$ cat config.mk
export PLATFORM = sky130hd
export DESIGN_NAME = tpls_ctrl
export DESIGN_NICKNAME = d
export VERILOG_FILES = /design/src/design/tpls_pkg.sv /design/src/design/tpls_ctrl.sv
export SDC_FILE = /design/constraint.sdc
export NUM_CORES = 1
export LEC_CHECK = 0
export BUFFER_PORTS_ARGS = -buffer_cell sky130_fd_sc_hd__buf_2
export CAP_MARGIN = 20
export CORE_MARGIN = 5
export CORE_UTILIZATION = 28
export CTS_CLUSTER_SIZE = 24
export DETAILED_ROUTE_END_ITERATION = 10
export MAX_ROUTING_LAYER = met4
export PLACE_DENSITY = 0.47
export SYNTH_ARGS = -nofsm -noshare
export SYNTH_HDL_FRONTEND = slang
export SYNTH_SLANG_ARGS = --single-unit
$ cat constraint.sdc
create_clock -name clk -period 1.65 [get_ports clk]
set_clock_uncertainty 0.1 [all_clocks]
set_input_delay 0.33 -clock clk [delete_from_list [all_inputs] [get_ports clk]]
set_output_delay 0.33 -clock clk [all_outputs]
set_load 0.01 [all_outputs]
$ cat src/design/tpls_pkg.sv
package tpls_pkg;

  localparam int TablePoints = 16;
  localparam int IdxW = $clog2(TablePoints);

  localparam logic [1:0] ModeEval  = 2'd0;
  localparam logic [1:0] ModeGain  = 2'd1;
  localparam logic [1:0] ModePitch = 2'd2;
  localparam logic [1:0] ModeIdle  = 2'd3;

  localparam logic [1:0] StatOk   = 2'd0;
  localparam logic [1:0] StatZero = 2'd1;
  localparam logic [1:0] StatSat  = 2'd2;
  localparam logic [1:0] StatIdx  = 2'd3;

  localparam logic [1:0] RegRatedPower = 2'd0;
  localparam logic [1:0] RegEfficiency = 2'd1;
  localparam logic [1:0] RegGainPoints = 2'd2;
  localparam logic [1:0] RegPitchPoints = 2'd3;

  typedef struct packed {
    logic [1:0]         mode;
    logic [15:0]        derating_ratio;
    logic [15:0]        max_speed;
    logic [15:0]        measured_speed;
    logic [3:0]         point_index;
    logic [15:0]        point_x;
    logic signed [31:0] point_y;
  } in_item_t;

  typedef struct packed {
    logic [31:0]        max_torque;
    logic [31:0]        below_rated_torque;
    logic signed [31:0] minimum_pitch;
    logic [1:0]         status;
  } out_item_t;

  // Controller to datapath.
  typedef struct packed {
    logic load;      // capture the item and clear the pipeline state
    logic div_start; // start the divider
    logic div_step;  // one divider iteration
    logic scan;      // one table scan step
    logic interp;    // store a quotient and move to the next phase
    logic mul;       // speed squared
    logic finish;    // gain product for the result
  } cmd_t;

  // Datapath to controller.
  typedef struct packed {
    logic div_done;
    logic scan_done;
  } stat_t;

endpackage

$ cat src/design/tpls_ctrl.sv
module tpls_ctrl (
  input  logic            clk,
  input  logic            rst,
  input  logic            start,
  input  logic [1:0]      mode,
  input  tpls_pkg::stat_t stat,
  output tpls_pkg::cmd_t  cmd,
  output logic            busy,
  output logic            done
);
  import tpls_pkg::*;

  typedef enum logic [8:0] {
    S_IDLE  = 9'b000000001,
    S_SCAN  = 9'b000000010,
    S_DSTRT = 9'b000000100,
    S_DIV   = 9'b000001000,
    S_STORE = 9'b000010000,
    S_MUL   = 9'b000100000,
    S_PROD  = 9'b001000000,
    S_OUT   = 9'b010000000,
    S_LOAD  = 9'b100000000
  } state_t;

  state_t state, state_next;
  logic [1:0] ph, ph_next;

  always_ff @(posedge clk) begin
    if (rst) begin
      state <= S_IDLE; ph <= '0;
    end else begin
      state <= state_next; ph <= ph_next;
    end
  end

  always_comb begin
    cmd = '0;
    state_next = state;
    ph_next = ph;
    busy = (state != S_IDLE);
    done = 1'b0;
    case (state)
      S_IDLE: begin
        if (start) begin
          cmd.load = 1'b1;
          ph_next = '0;
          state_next = (mode == ModeEval) ? S_SCAN : S_LOAD;
        end
      end
      S_LOAD: state_next = S_OUT;
      S_SCAN: begin
        cmd.scan = 1'b1;
        if (stat.scan_done) state_next = S_DSTRT;
      end
      S_DSTRT: begin cmd.div_start = 1'b1; state_next = S_DIV; end
      S_DIV: begin
        cmd.div_step = 1'b1;
        if (stat.div_done) state_next = S_STORE;
      end
      S_STORE: begin
        cmd.interp = 1'b1;
        ph_next = ph + 1'b1;
        state_next = (ph == 2'd2) ? S_MUL : S_DSTRT;
      end
      S_MUL:  begin cmd.mul = 1'b1; state_next = S_PROD; end
      S_PROD: begin cmd.finish = 1'b1; state_next = S_OUT; end
      S_OUT:  begin done = 1'b1; state_next = S_IDLE; end
      default: state_next = S_IDLE;
    endcase
  end

endmodule

==> results of run 1 <==
flip-flops by register name, summed over array words and instances (netlist names):
| name | flops |
|---|---|
| ph | 2 |
| state | 9 |
layout by cell type, fill, tap and decap left out, types with 2 or more instances in the layout:
cell        n
a21oi_1     3
a2bb2oi_1   2
and3_4      2
buf_2      12
buf_4      22
buf_6       6
clkbuf_4    3
dfxtp_1     5
dfxtp_2     4
dfxtp_4     2
inv_1       3
nand2_1     4
nand4_1     2
nor2_1      7
nor3_1      3
nor3_2      3
nor3b_1     5
nor4b_2     2
o211ai_1    2
o21ai_0     4
xor2_1      2
Yosys cell counts (3+ instances only):
cell / number / area share [%]
a21oi_1: 3 / 2.1
nor2_1: 8 / 4.3
o21ai_0: 5 / 3.6
nor3b_1: 5 / 5.3
nor4b_1: 3 / 3.7
nor3_1: 6 / 4.3
inv_1: 4 / 2.1
dfxtp_1: 11 / 31
clkbuf_1: 3 / 1.6
nand2_1: 5 / 2.7
per-stage QoR:
stage	hold WS [ns]	worst slack (ns)	TNS (ns)
after floorplan	0.332	-0.113	-0.290
after global placement	0.340	-0.0608	-0.141
after detailed placement	0.348	-0.0853	-0.181
after CTS	0.278	-0.384	-2.06
after global routing	0.276	-0.449	-2.86
final	0.265	-0.392	-2.04
worst register-to-register path: stages (launching register included):
cell and delay (ns):
dfxtp_2 0.32, or4_4 0.55, buf_4 0.18, a211oi_2 0.13
buf_4 0.16, nor3_1 0.05
power breakdown:
group | total, uW | internal, uW | switching (uW)
combinational | 178 | 92.9 | 84.7
clock | 201 | 90.2 | 111
sequential | 275 | 269 | 6.39
total | 654 | 452 | 202
worst paths after layout:
check / start / endpoint / slack [ns] / depth (start not counted)
hold reg to reg: ph[0] / ph[0] / 0.36 / 2
setup / recovery: state[5] / cmd[5] / -0.39 / 4
hold / removal: rst / ph[1] / 0.27 / 2
setup reg to reg: state[5] / state[7] / 0.02 / 5
cell families after synthesis:
family                   after synthesis  share of synthesized area (%)
XOR/XNOR                               3                           3.73
buffers and inverters                 10                           6.75
AO/OA/AOI/OAI                         16                           15.6
flip-flops                            11                           31.3
AND/OR/NAND/NOR                       43                           40.9
adder cells (fa/ha/maj)                1                           1.78
area by class of cell:
cell class,count,share of cell area (%)
Clock buffer,3,1.99
Timing Repair Buffer,40,25.9
Sequential cell,11,20.6
Multi-Input combinational cell,63,46.5
Tap cell,30,3.31
Clock inverter,1,0.442
Inverter,4,1.33
what timing repair did:
action,CTS,global route
setup endpoints to repair,10,15
gates resized for setup,25,7
pin swaps,9,2
buffers inserted,3,0
hold endpoints to repair,0,0
layer usage:
metal / up-vias / wire (microns) / global-route usage (%)
met3: 4 / 95 / 5.18
li1: 382 / - / -
met5: - / 0 / -
met2: 13 / 952 / 20.7
met4: 0 / 31 / 4.75
met1: 356 / 864 / 14.4
==> results.py, run 1 <==
metrics = {
    "worst_hold_path": {
        "hold_path_class": "in2reg",
    },
    "worst_setup_path": {
        "critPathMaxStageDelay_ns": 0.55,
        "cp_top_family": "simple AND/OR/NAND/NOR gates",
        "start_kind": "register",
        "critPathCaptureType": "primary output",
        "crit_required_ns": 1.22,
        "arrival_ns": 1.61,
        "crit_slowest_cell": "or4_4",
        "crit_buf_inv": 1,
        "worst-setup-path-type": "reg2out",
        "worst-path-max-fanout": 2,
        "crit_chain": "or4_4 -> nor2_4 -> and4bb_1 -> buf_2",
    },
    "power": {
        "p_leak_uw": 0.000493,
        "irDropWorstVdd_mv": 0.343,
        "powerDensity_nw_per_um2": 577,
        "power_uw": 654,
    },
    "clock_network": {
        "cts_sinks": 11,
        "cts_tree": "yes",
        "clkLatencyLatePin_ns": 0.28,
        "numCtsBuffers": 3,
        "clkTransAtPathRegs_ns": 0.08,
        "htreeDepth": 1,
        "clockRootBuffer": "clkbuf_4",
        "postCtsHoldBufs": 0,
        "cts_max_path_buffers": 2,
    },
    "global_route": {
        "grt_use_total_pct": 12.9,
        "grt_pass1_wl_microns": 3350,
        "overflow": 0,
        "grt_pass1_vias": 776,
        "grt_max_degree": 12,
        "antenna_found_initial": 0,
    },
    "floorplan": {
        "coreArea_sq_um": 2430,
        "die_w_microns": 60.2,
        "rows": 18,
        "dieArea_sq_um": 3620,
        "fp.dieH_microns": 60.2,
        "initial_core_util_pct": 29.0,
        "boundaryPins": 16,
    },
    "synthesis": {
        "syn_inst": 84,
        "synth_nets": 92,
        "syn_avg_cell_area_sq_um": 8.39,
        "async_reset_ff_share_pct": 0,
        "ys_seq_area_share_pct": 31.3,
        "synth-edff-count": 0,
        "synth.distinct_cells": 34,
        "ys_warn_count": 0,
        "syn_area_sq_um": 704,
        "synth-seq-cells": 11,
        "synth_flop_cell": "dfxtp_1",
    },
    "layout": {
        "finalNonFillerCells": 152,
        "insertedDiodeCount": 0,
        "nFillCells": 245,
        "final_area_sq_um": 1130,
        "nets": 131,
        "ff_latch_area_sq_um": 233,
        "drive_gt1_share_pct": 58.2,
        "multi_input_area_sq_um": 527,
        "syn2layout_area_growth_pct": 60.7,
        "postLayoutCoreUtil_pct": 46.6,
    },
    "timing": {
        "max_freq_mhz": 490,
        "setup_viol": 9,
        "fin_crit_ns": 2.04,
        "rsz0062_at_grt": "yes",
        "final_hold_viol_count": 0,
        "timing.final.ws_setup_ns": -0.392,
        "slew_violations": 0,
        "tightest_slew_ns": 0.315,
        "timing.slew.headroom_pct": 78.8,
        "post-route-period-util_pct": 124,
    },
    "placed_design": {
        "place.gp.congestion": 0.793,
        "portBuffers": 15,
        "hpwl_microns": 1500,
        "placedCellCount": 145,
        "postPlaceCellArea_sq_um": 957,
    },
    "drt": {
        "vias_per_cell": 4.97,
        "drtAntennaViolNets": 0,
        "vias": 755,
        "first_pass_iters": 4,
        "drc": 0,
        "wl_per_cell_microns": 12.8,
        "wirelength_microns": 1940,
        "first_iter_violations": 11,
    },
    "job": {
        "maxCapViolCount": 0,
    },
    "outcome": {
        "violations": "negative setup slack",
        "status": "complete, but fails checks",
    },
}
Note: power is estimated with default switching activity, not from simulation.
==> inputs of run 2 (changes only) <==
BUFFER_PORTS_ARGS = -buffer_cell sky130_fd_sc_hd__buf_4   (was -buffer_cell sky130_fd_sc_hd__buf_2)
==> results.py, run 2 (same netlist as run 1, synthesis figures left out) <==
metrics = {
    "layout": {
        "multi_input_area_sq_um": 574,
        "largest_reg_flops": 9,
        "ff_latch_area_sq_um": 229,
        "final_cell_mix": "33 x buf_4, 8 x buf_6, 7 x nor2_1",
        "top_regs": "state: 9 flops, ph: 2 flops",
        "drive_gt1_share_pct": 60.2,
        "syn2layout_area_growth_pct": 73.2,
        "nFillCells": 240,
        "final_common_cell": "buf_4",
        "finalNonFillerCells": 153,
        "regMostFlops": "state",
        "nets": 132,
        "final_area_sq_um": 1220,
        "insertedDiodeCount": 0,
    },
    "timing": {
        "fin_tns_setup_ns": -2.02,
        "post-route-period-util_pct": 122,
        "tightest_slew_ns": 0.229,
        "slew_violations": 0,
        "timing.slew.headroom_pct": 84.7,
        "timing.final.ws_setup_ns": -0.366,
        "rsz0062_at_grt": "yes",
        "final_hold_viol_count": 0,
        "max_freq_mhz": 496,
        "setup_viol": 9,
        "fin_crit_ns": 2.02,
    },
    "drt": {
        "first_iter_violations": 22,
        "vias_per_cell": 4.82,
        "drc": 0,
        "first_pass_iters": 4,
        "vias": 737,
        "wirelength_microns": 1900,
        "wl_per_cell_microns": 12.4,
        "drtAntennaViolNets": 0,
    },
    "clock_network": {
        "cts_sinks": 11,
        "clkLatencyLatePin_ns": 0.27,
        "clockRootBuffer": "clkbuf_4",
        "postCtsHoldBufs": 0,
        "clkTransAtPathRegs_ns": 0.07,
        "cts_tree": "yes",
        "htreeDepth": 1,
        "numCtsBuffers": 3,
        "cts_max_path_buffers": 2,
    },
    "worst_hold_path": {
        "min_path_cells": 2,
        "hold-path-endpoint": "state[1]",
        "min-delay-start": "rst",
        "hold_path_class": "in2reg",
    },
    "outcome": {
        "status": "complete, but fails checks",
        "violations": "negative setup slack",
    },
    "floorplan": {
        "initial_core_util_pct": 29.0,
        "coreArea_sq_um": 2430,
        "die_w_microns": 60.2,
        "dieArea_sq_um": 3620,
        "fp.dieH_microns": 60.2,
        "rows": 18,
        "boundaryPins": 16,
    },
    "worst_setup_path": {
        "critPathCaptureType": "primary output",
        "worst-setup-path-type": "reg2out",
        "crit_buf_inv": 1,
        "crit_required_ns": 1.22,
        "critPathMaxStageDelay_ns": 0.55,
        "r2r_start": "state[6]",
        "arrival_ns": 1.59,
        "worstRegToRegCells": 5,
        "crit_chain": "or4_4 -> nor2_4 -> and4bb_1 -> buf_4",
        "worstReg2RegEnd": "state[6]",
        "start_kind": "register",
        "crit_slowest_cell": "or4_4",
        "cp_top_family": "simple AND/OR/NAND/NOR gates",
        "worst-path-max-fanout": 2,
        "rrSetupSlack_ns": 0.01,
    },
    "placed_design": {
        "place.gp.congestion": 0.776,
        "placedCellCount": 146,
        "portBuffers": 15,
        "postPlaceCellArea_sq_um": 1000,
        "hpwl_microns": 1480,
    },
    "power": {
        "irDropWorstVdd_mv": 0.331,
        "p_leak_uw": 0.000511,
        "powerDensity_nw_per_um2": 544,
    },
    "global_route": {
        "overflow": 0,
        "grt_use_total_pct": 11.9,
        "grt_pass1_wl_microns": 3150,
        "grt_max_degree": 12,
        "grt_pass1_vias": 739,
        "antenna_found_initial": 0,
    },
    "job": {
        "maxCapViolCount": 0,
    },
}
## run 2: changes by cell type in the layout (fill, tap and decap cells not counted), moves of 2 or more
cell | before | now
buf_2 | 12 | 0
buf_4 | 22 | 33
buf_6 | 6 | 8
nor3_4 | 1 | 3
nor4b_2 | 2 | 0
nor4b_4 | 1 | 3
## run 2: power breakdown
part	internal (uW)	total, uW	switching [uW]
clock	93.6	186	92.2
sequential	271	277	6.63
combinational	105	201	95.5
## run 2: cell type report
type                    count  area share (%)
inverters                   4            1.23
flip-flops and latches     11            18.8
repair buffers             41            27.7
multi-input cells          63            47.1
clock buffers               4            2.15
well taps                  30            3.08
## run 2: worst max path at each step
stage / from / to / slack, ns / depth (start not counted)
2_1_floorplan: state[6] / cmd[5] / -0.11 / 4
3_3_place_gp: state[7] / cmd[1] / -0.08 / 4
3_5_place_dp: state[7] / cmd[1] / -0.11 / 4
4_1_cts: state[6] / cmd[5] / -0.37 / 4
5_1_grt: state[6] / cmd[5] / -0.41 / 4
6_report: state[6] / cmd[5] / -0.37 / 4
## run 2: what timing repair did
item | 4_1_cts | 5_1_grt
endpoints found under the hold margin | 0 | 0
setup buffers | 0 | 3
cloned | 0 | 0
endpoints found under the setup margin | 9 | 16
pin swaps | 6 | 10
gates resized for setup | 19 | 21
## run 2: routing by layer
layer | vias to the layer above | part of all wire [%] | GRT usage (%)
met2 | 13 | 45 | 17.7
met5 | - | 0 | -
met4 | 0 | 2.2 | 5.38
met3 | 6 | 4.0 | 2.59
met1 | 336 | 49 | 15.3
li1 | 382 | - | -
## run 2: metrics by stage
| stage | utilization [%] | hold WS (ns) | setup slack (ns) | total power, uW |
|---|---|---|---|---|
| floorplan | - | 0.332 | -0.113 | 367 |
| global placement | 41.2 | 0.341 | -0.0781 | 444 |
| detailed placement | 41.2 | 0.358 | -0.105 | 445 |
| CTS | 45.3 | 0.210 | -0.374 | 646 |
| global route | 50.2 | 0.223 | -0.415 | 698 |
| finish | 50.2 | 0.213 | -0.366 | 664 |
## run 2: worst reg2reg max path: stages (launching register included)
cell and delay, ns:
dfxtp_2 0.32, or4_4 0.55, buf_4 0.18, a211oi_2 0.14
buf_4 0.17, nor3b_1 0.06
==> inputs of run 3 (changes only) <==
CORE_UTILIZATION = 46   (was 28)
PLACE_DENSITY = 0.7   (was 0.47)
==> results.py, run 3 (same netlist as run 1, synthesis figures left out) <==
metrics = {
    "outcome": {
        "status": "complete, but fails checks",
        "violations": "negative setup slack",
    },
    "clock_network": {
        "cts_tree": "yes",
        "cts_sinks": 11,
        "clkTransAtPathRegs_ns": 0.08,
        "postCtsHoldBufs": 0,
        "cts_max_path_buffers": 2,
        "clkLatencyLatePin_ns": 0.27,
        "clockRootBuffer": "clkbuf_4",
        "htreeDepth": 1,
        "numCtsBuffers": 3,
    },
    "layout": {
        "regMostFlops": "state",
        "largest_reg_flops": 9,
        "insertedDiodeCount": 0,
        "syn2layout_area_growth_pct": 52.9,
        "final_common_cell": "buf_4",
        "top_regs": "state: 9 flops, ph: 2 flops",
        "ff_latch_area_sq_um": 224,
        "nFillCells": 127,
        "drive_gt1_share_pct": 50.8,
        "final_cell_mix": "33 x buf_4, 8 x dfxtp_1, 7 x nor2_1",
        "finalNonFillerCells": 134,
        "multi_input_area_sq_um": 510,
        "nets": 127,
    },
    "worst_hold_path": {
        "hold_path_class": "in2reg",
    },
    "drt": {
        "vias_per_cell": 5.68,
        "wirelength_microns": 2000,
        "wl_per_cell_microns": 15.0,
        "drc": 0,
        "drtAntennaViolNets": 0,
        "first_iter_violations": 26,
        "vias": 761,
        "first_pass_iters": 4,
    },
    "worst_setup_path": {
        "arrival_ns": 1.60,
        "crit_slowest_cell": "or4_4",
        "cp_top_family": "simple AND/OR/NAND/NOR gates",
        "worst-path-max-fanout": 4,
        "critPathMaxStageDelay_ns": 0.53,
        "crit_required_ns": 1.22,
        "crit_chain": "or4_4 -> nor2_4 -> and4bb_1 -> buf_4",
        "start_kind": "register",
        "critPathCaptureType": "primary output",
        "crit_buf_inv": 1,
        "worst-setup-path-type": "reg2out",
    },
    "floorplan": {
        "rows": 14,
        "coreArea_sq_um": 1470,
        "fp.dieH_microns": 49.1,
        "boundaryPins": 16,
        "die_w_microns": 49.1,
        "dieArea_sq_um": 2410,
        "initial_core_util_pct": 47.9,
    },
    "placed_design": {
        "placedCellCount": 127,
        "portBuffers": 15,
        "place.gp.congestion": 0.842,
        "dp_slack_ns": -0.0938,
        "hpwl_microns": 1360,
    },
    "timing": {
        "tightest_slew_ns": 0.324,
        "rsz0062_at_grt": "yes",
        "timing.final.ws_setup_ns": -0.378,
        "final_hold_viol_count": 0,
        "fin_tns_setup_ns": -2.32,
        "setup_viol": 9,
        "timing.slew.headroom_pct": 78.4,
        "post-route-period-util_pct": 123,
        "fin_crit_ns": 2.03,
        "slew_violations": 0,
        "hold_slack_ns": 0.214,
        "max_freq_mhz": 493,
    },
    "global_route": {
        "grt_use_total_pct": 17.0,
        "grt_max_degree": 12,
        "use_met2_pct": 28.1,
        "grt_pass1_wl_microns": 3170,
        "met1_usage_pct": 20.2,
        "grt_pass1_vias": 728,
        "antenna_found_initial": 0,
        "top_usage_layer": "met2",
        "overflow": 0,
        "grt_use_met3_pct": 2.75,
    },
    "power": {
        "pwr-share-seq_pct": 42.8,
        "internal_power_uw": 462,
        "switching_power_uw": 189,
        "comb_power_share_pct": 27.8,
        "p_leak_uw": 0.000473,
        "swShare_pct": 29.1,
        "powerDensity_nw_per_um2": 604,
        "irDropWorstVdd_mv": 0.434,
        "clkPwrFrac_pct": 29.5,
    },
    "job": {
        "maxCapViolCount": 0,
    },
}
run 3: cell types whose count changed in the layout (fill, tap and decap cells not counted), sizes merged:
cell / before / now
buf: 41 / 36
run 3: path summary, 6_finish.rpt:
path	cells past startpoint	startpoint	slack (ns)	endpoint
worst max-delay path	4	state[7]	-0.38	cmd[5]
worst min-delay path	2	rst	0.21	state[4]
worst max register to register	5	state[7]	0.03	state[7]
worst min register to register	2	ph[0]	0.38	ph[0]
run 3: cell type report:
type                    instances  share of cell area [%]
multi-input cells              63                    47.4
flip-flops and latches         11                    20.8
inverters                       4                    1.39
repair buffers                 36                    26.1
clock buffers                   4                    2.44
well taps                      16                    1.86
run 3: metrics by stage:
step / utilization [%] / total power [uW] / cell area, sq um
global placement: 64.4 / 430 / 947
finish: 73.2 / 651 / 1080
CTS: 70.5 / 642 / 1040
detailed placement: 64.4 / 431 / 947
floorplan: - / 367 / 712
global route: 73.2 / 687 / 1080
run 3: what timing repair did:
action / 4_1_cts / 5_1_grt
setup buffers: 3 / 0
resized for setup: 11 / 9
endpoints found under the setup margin: 9 / 14
pin swaps: 5 / 1
run 3: metal layers:
| metal | up-vias | share of wire (%) |
|---|---|---|
| met2 | 29 | 52 |
| met4 | 0 | 0 |
| met3 | 0 | 6.1 |
| li1 | 372 | - |
| met1 | 360 | 42 |
| met5 | - | 0 |
run 3: power by group through the flow:
stage	clock (uW)	sequential (uW)	combinational [uW]
2_1_floorplan	0	281	86.4
3_3_place_gp	0	283	147
3_5_place_dp	0	283	148
4_1_cts	195	277	169
5_1_grt	213	280	195
6_report	192	278	181
run 3: worst reg2reg max path: stages, from the launching register on:
cell and delay (ns):
dfxtp_2 0.34, or4_4 0.53, buf_4 0.17, a211oi_2 0.14, buf_4 0.17, nor3_1 0.05
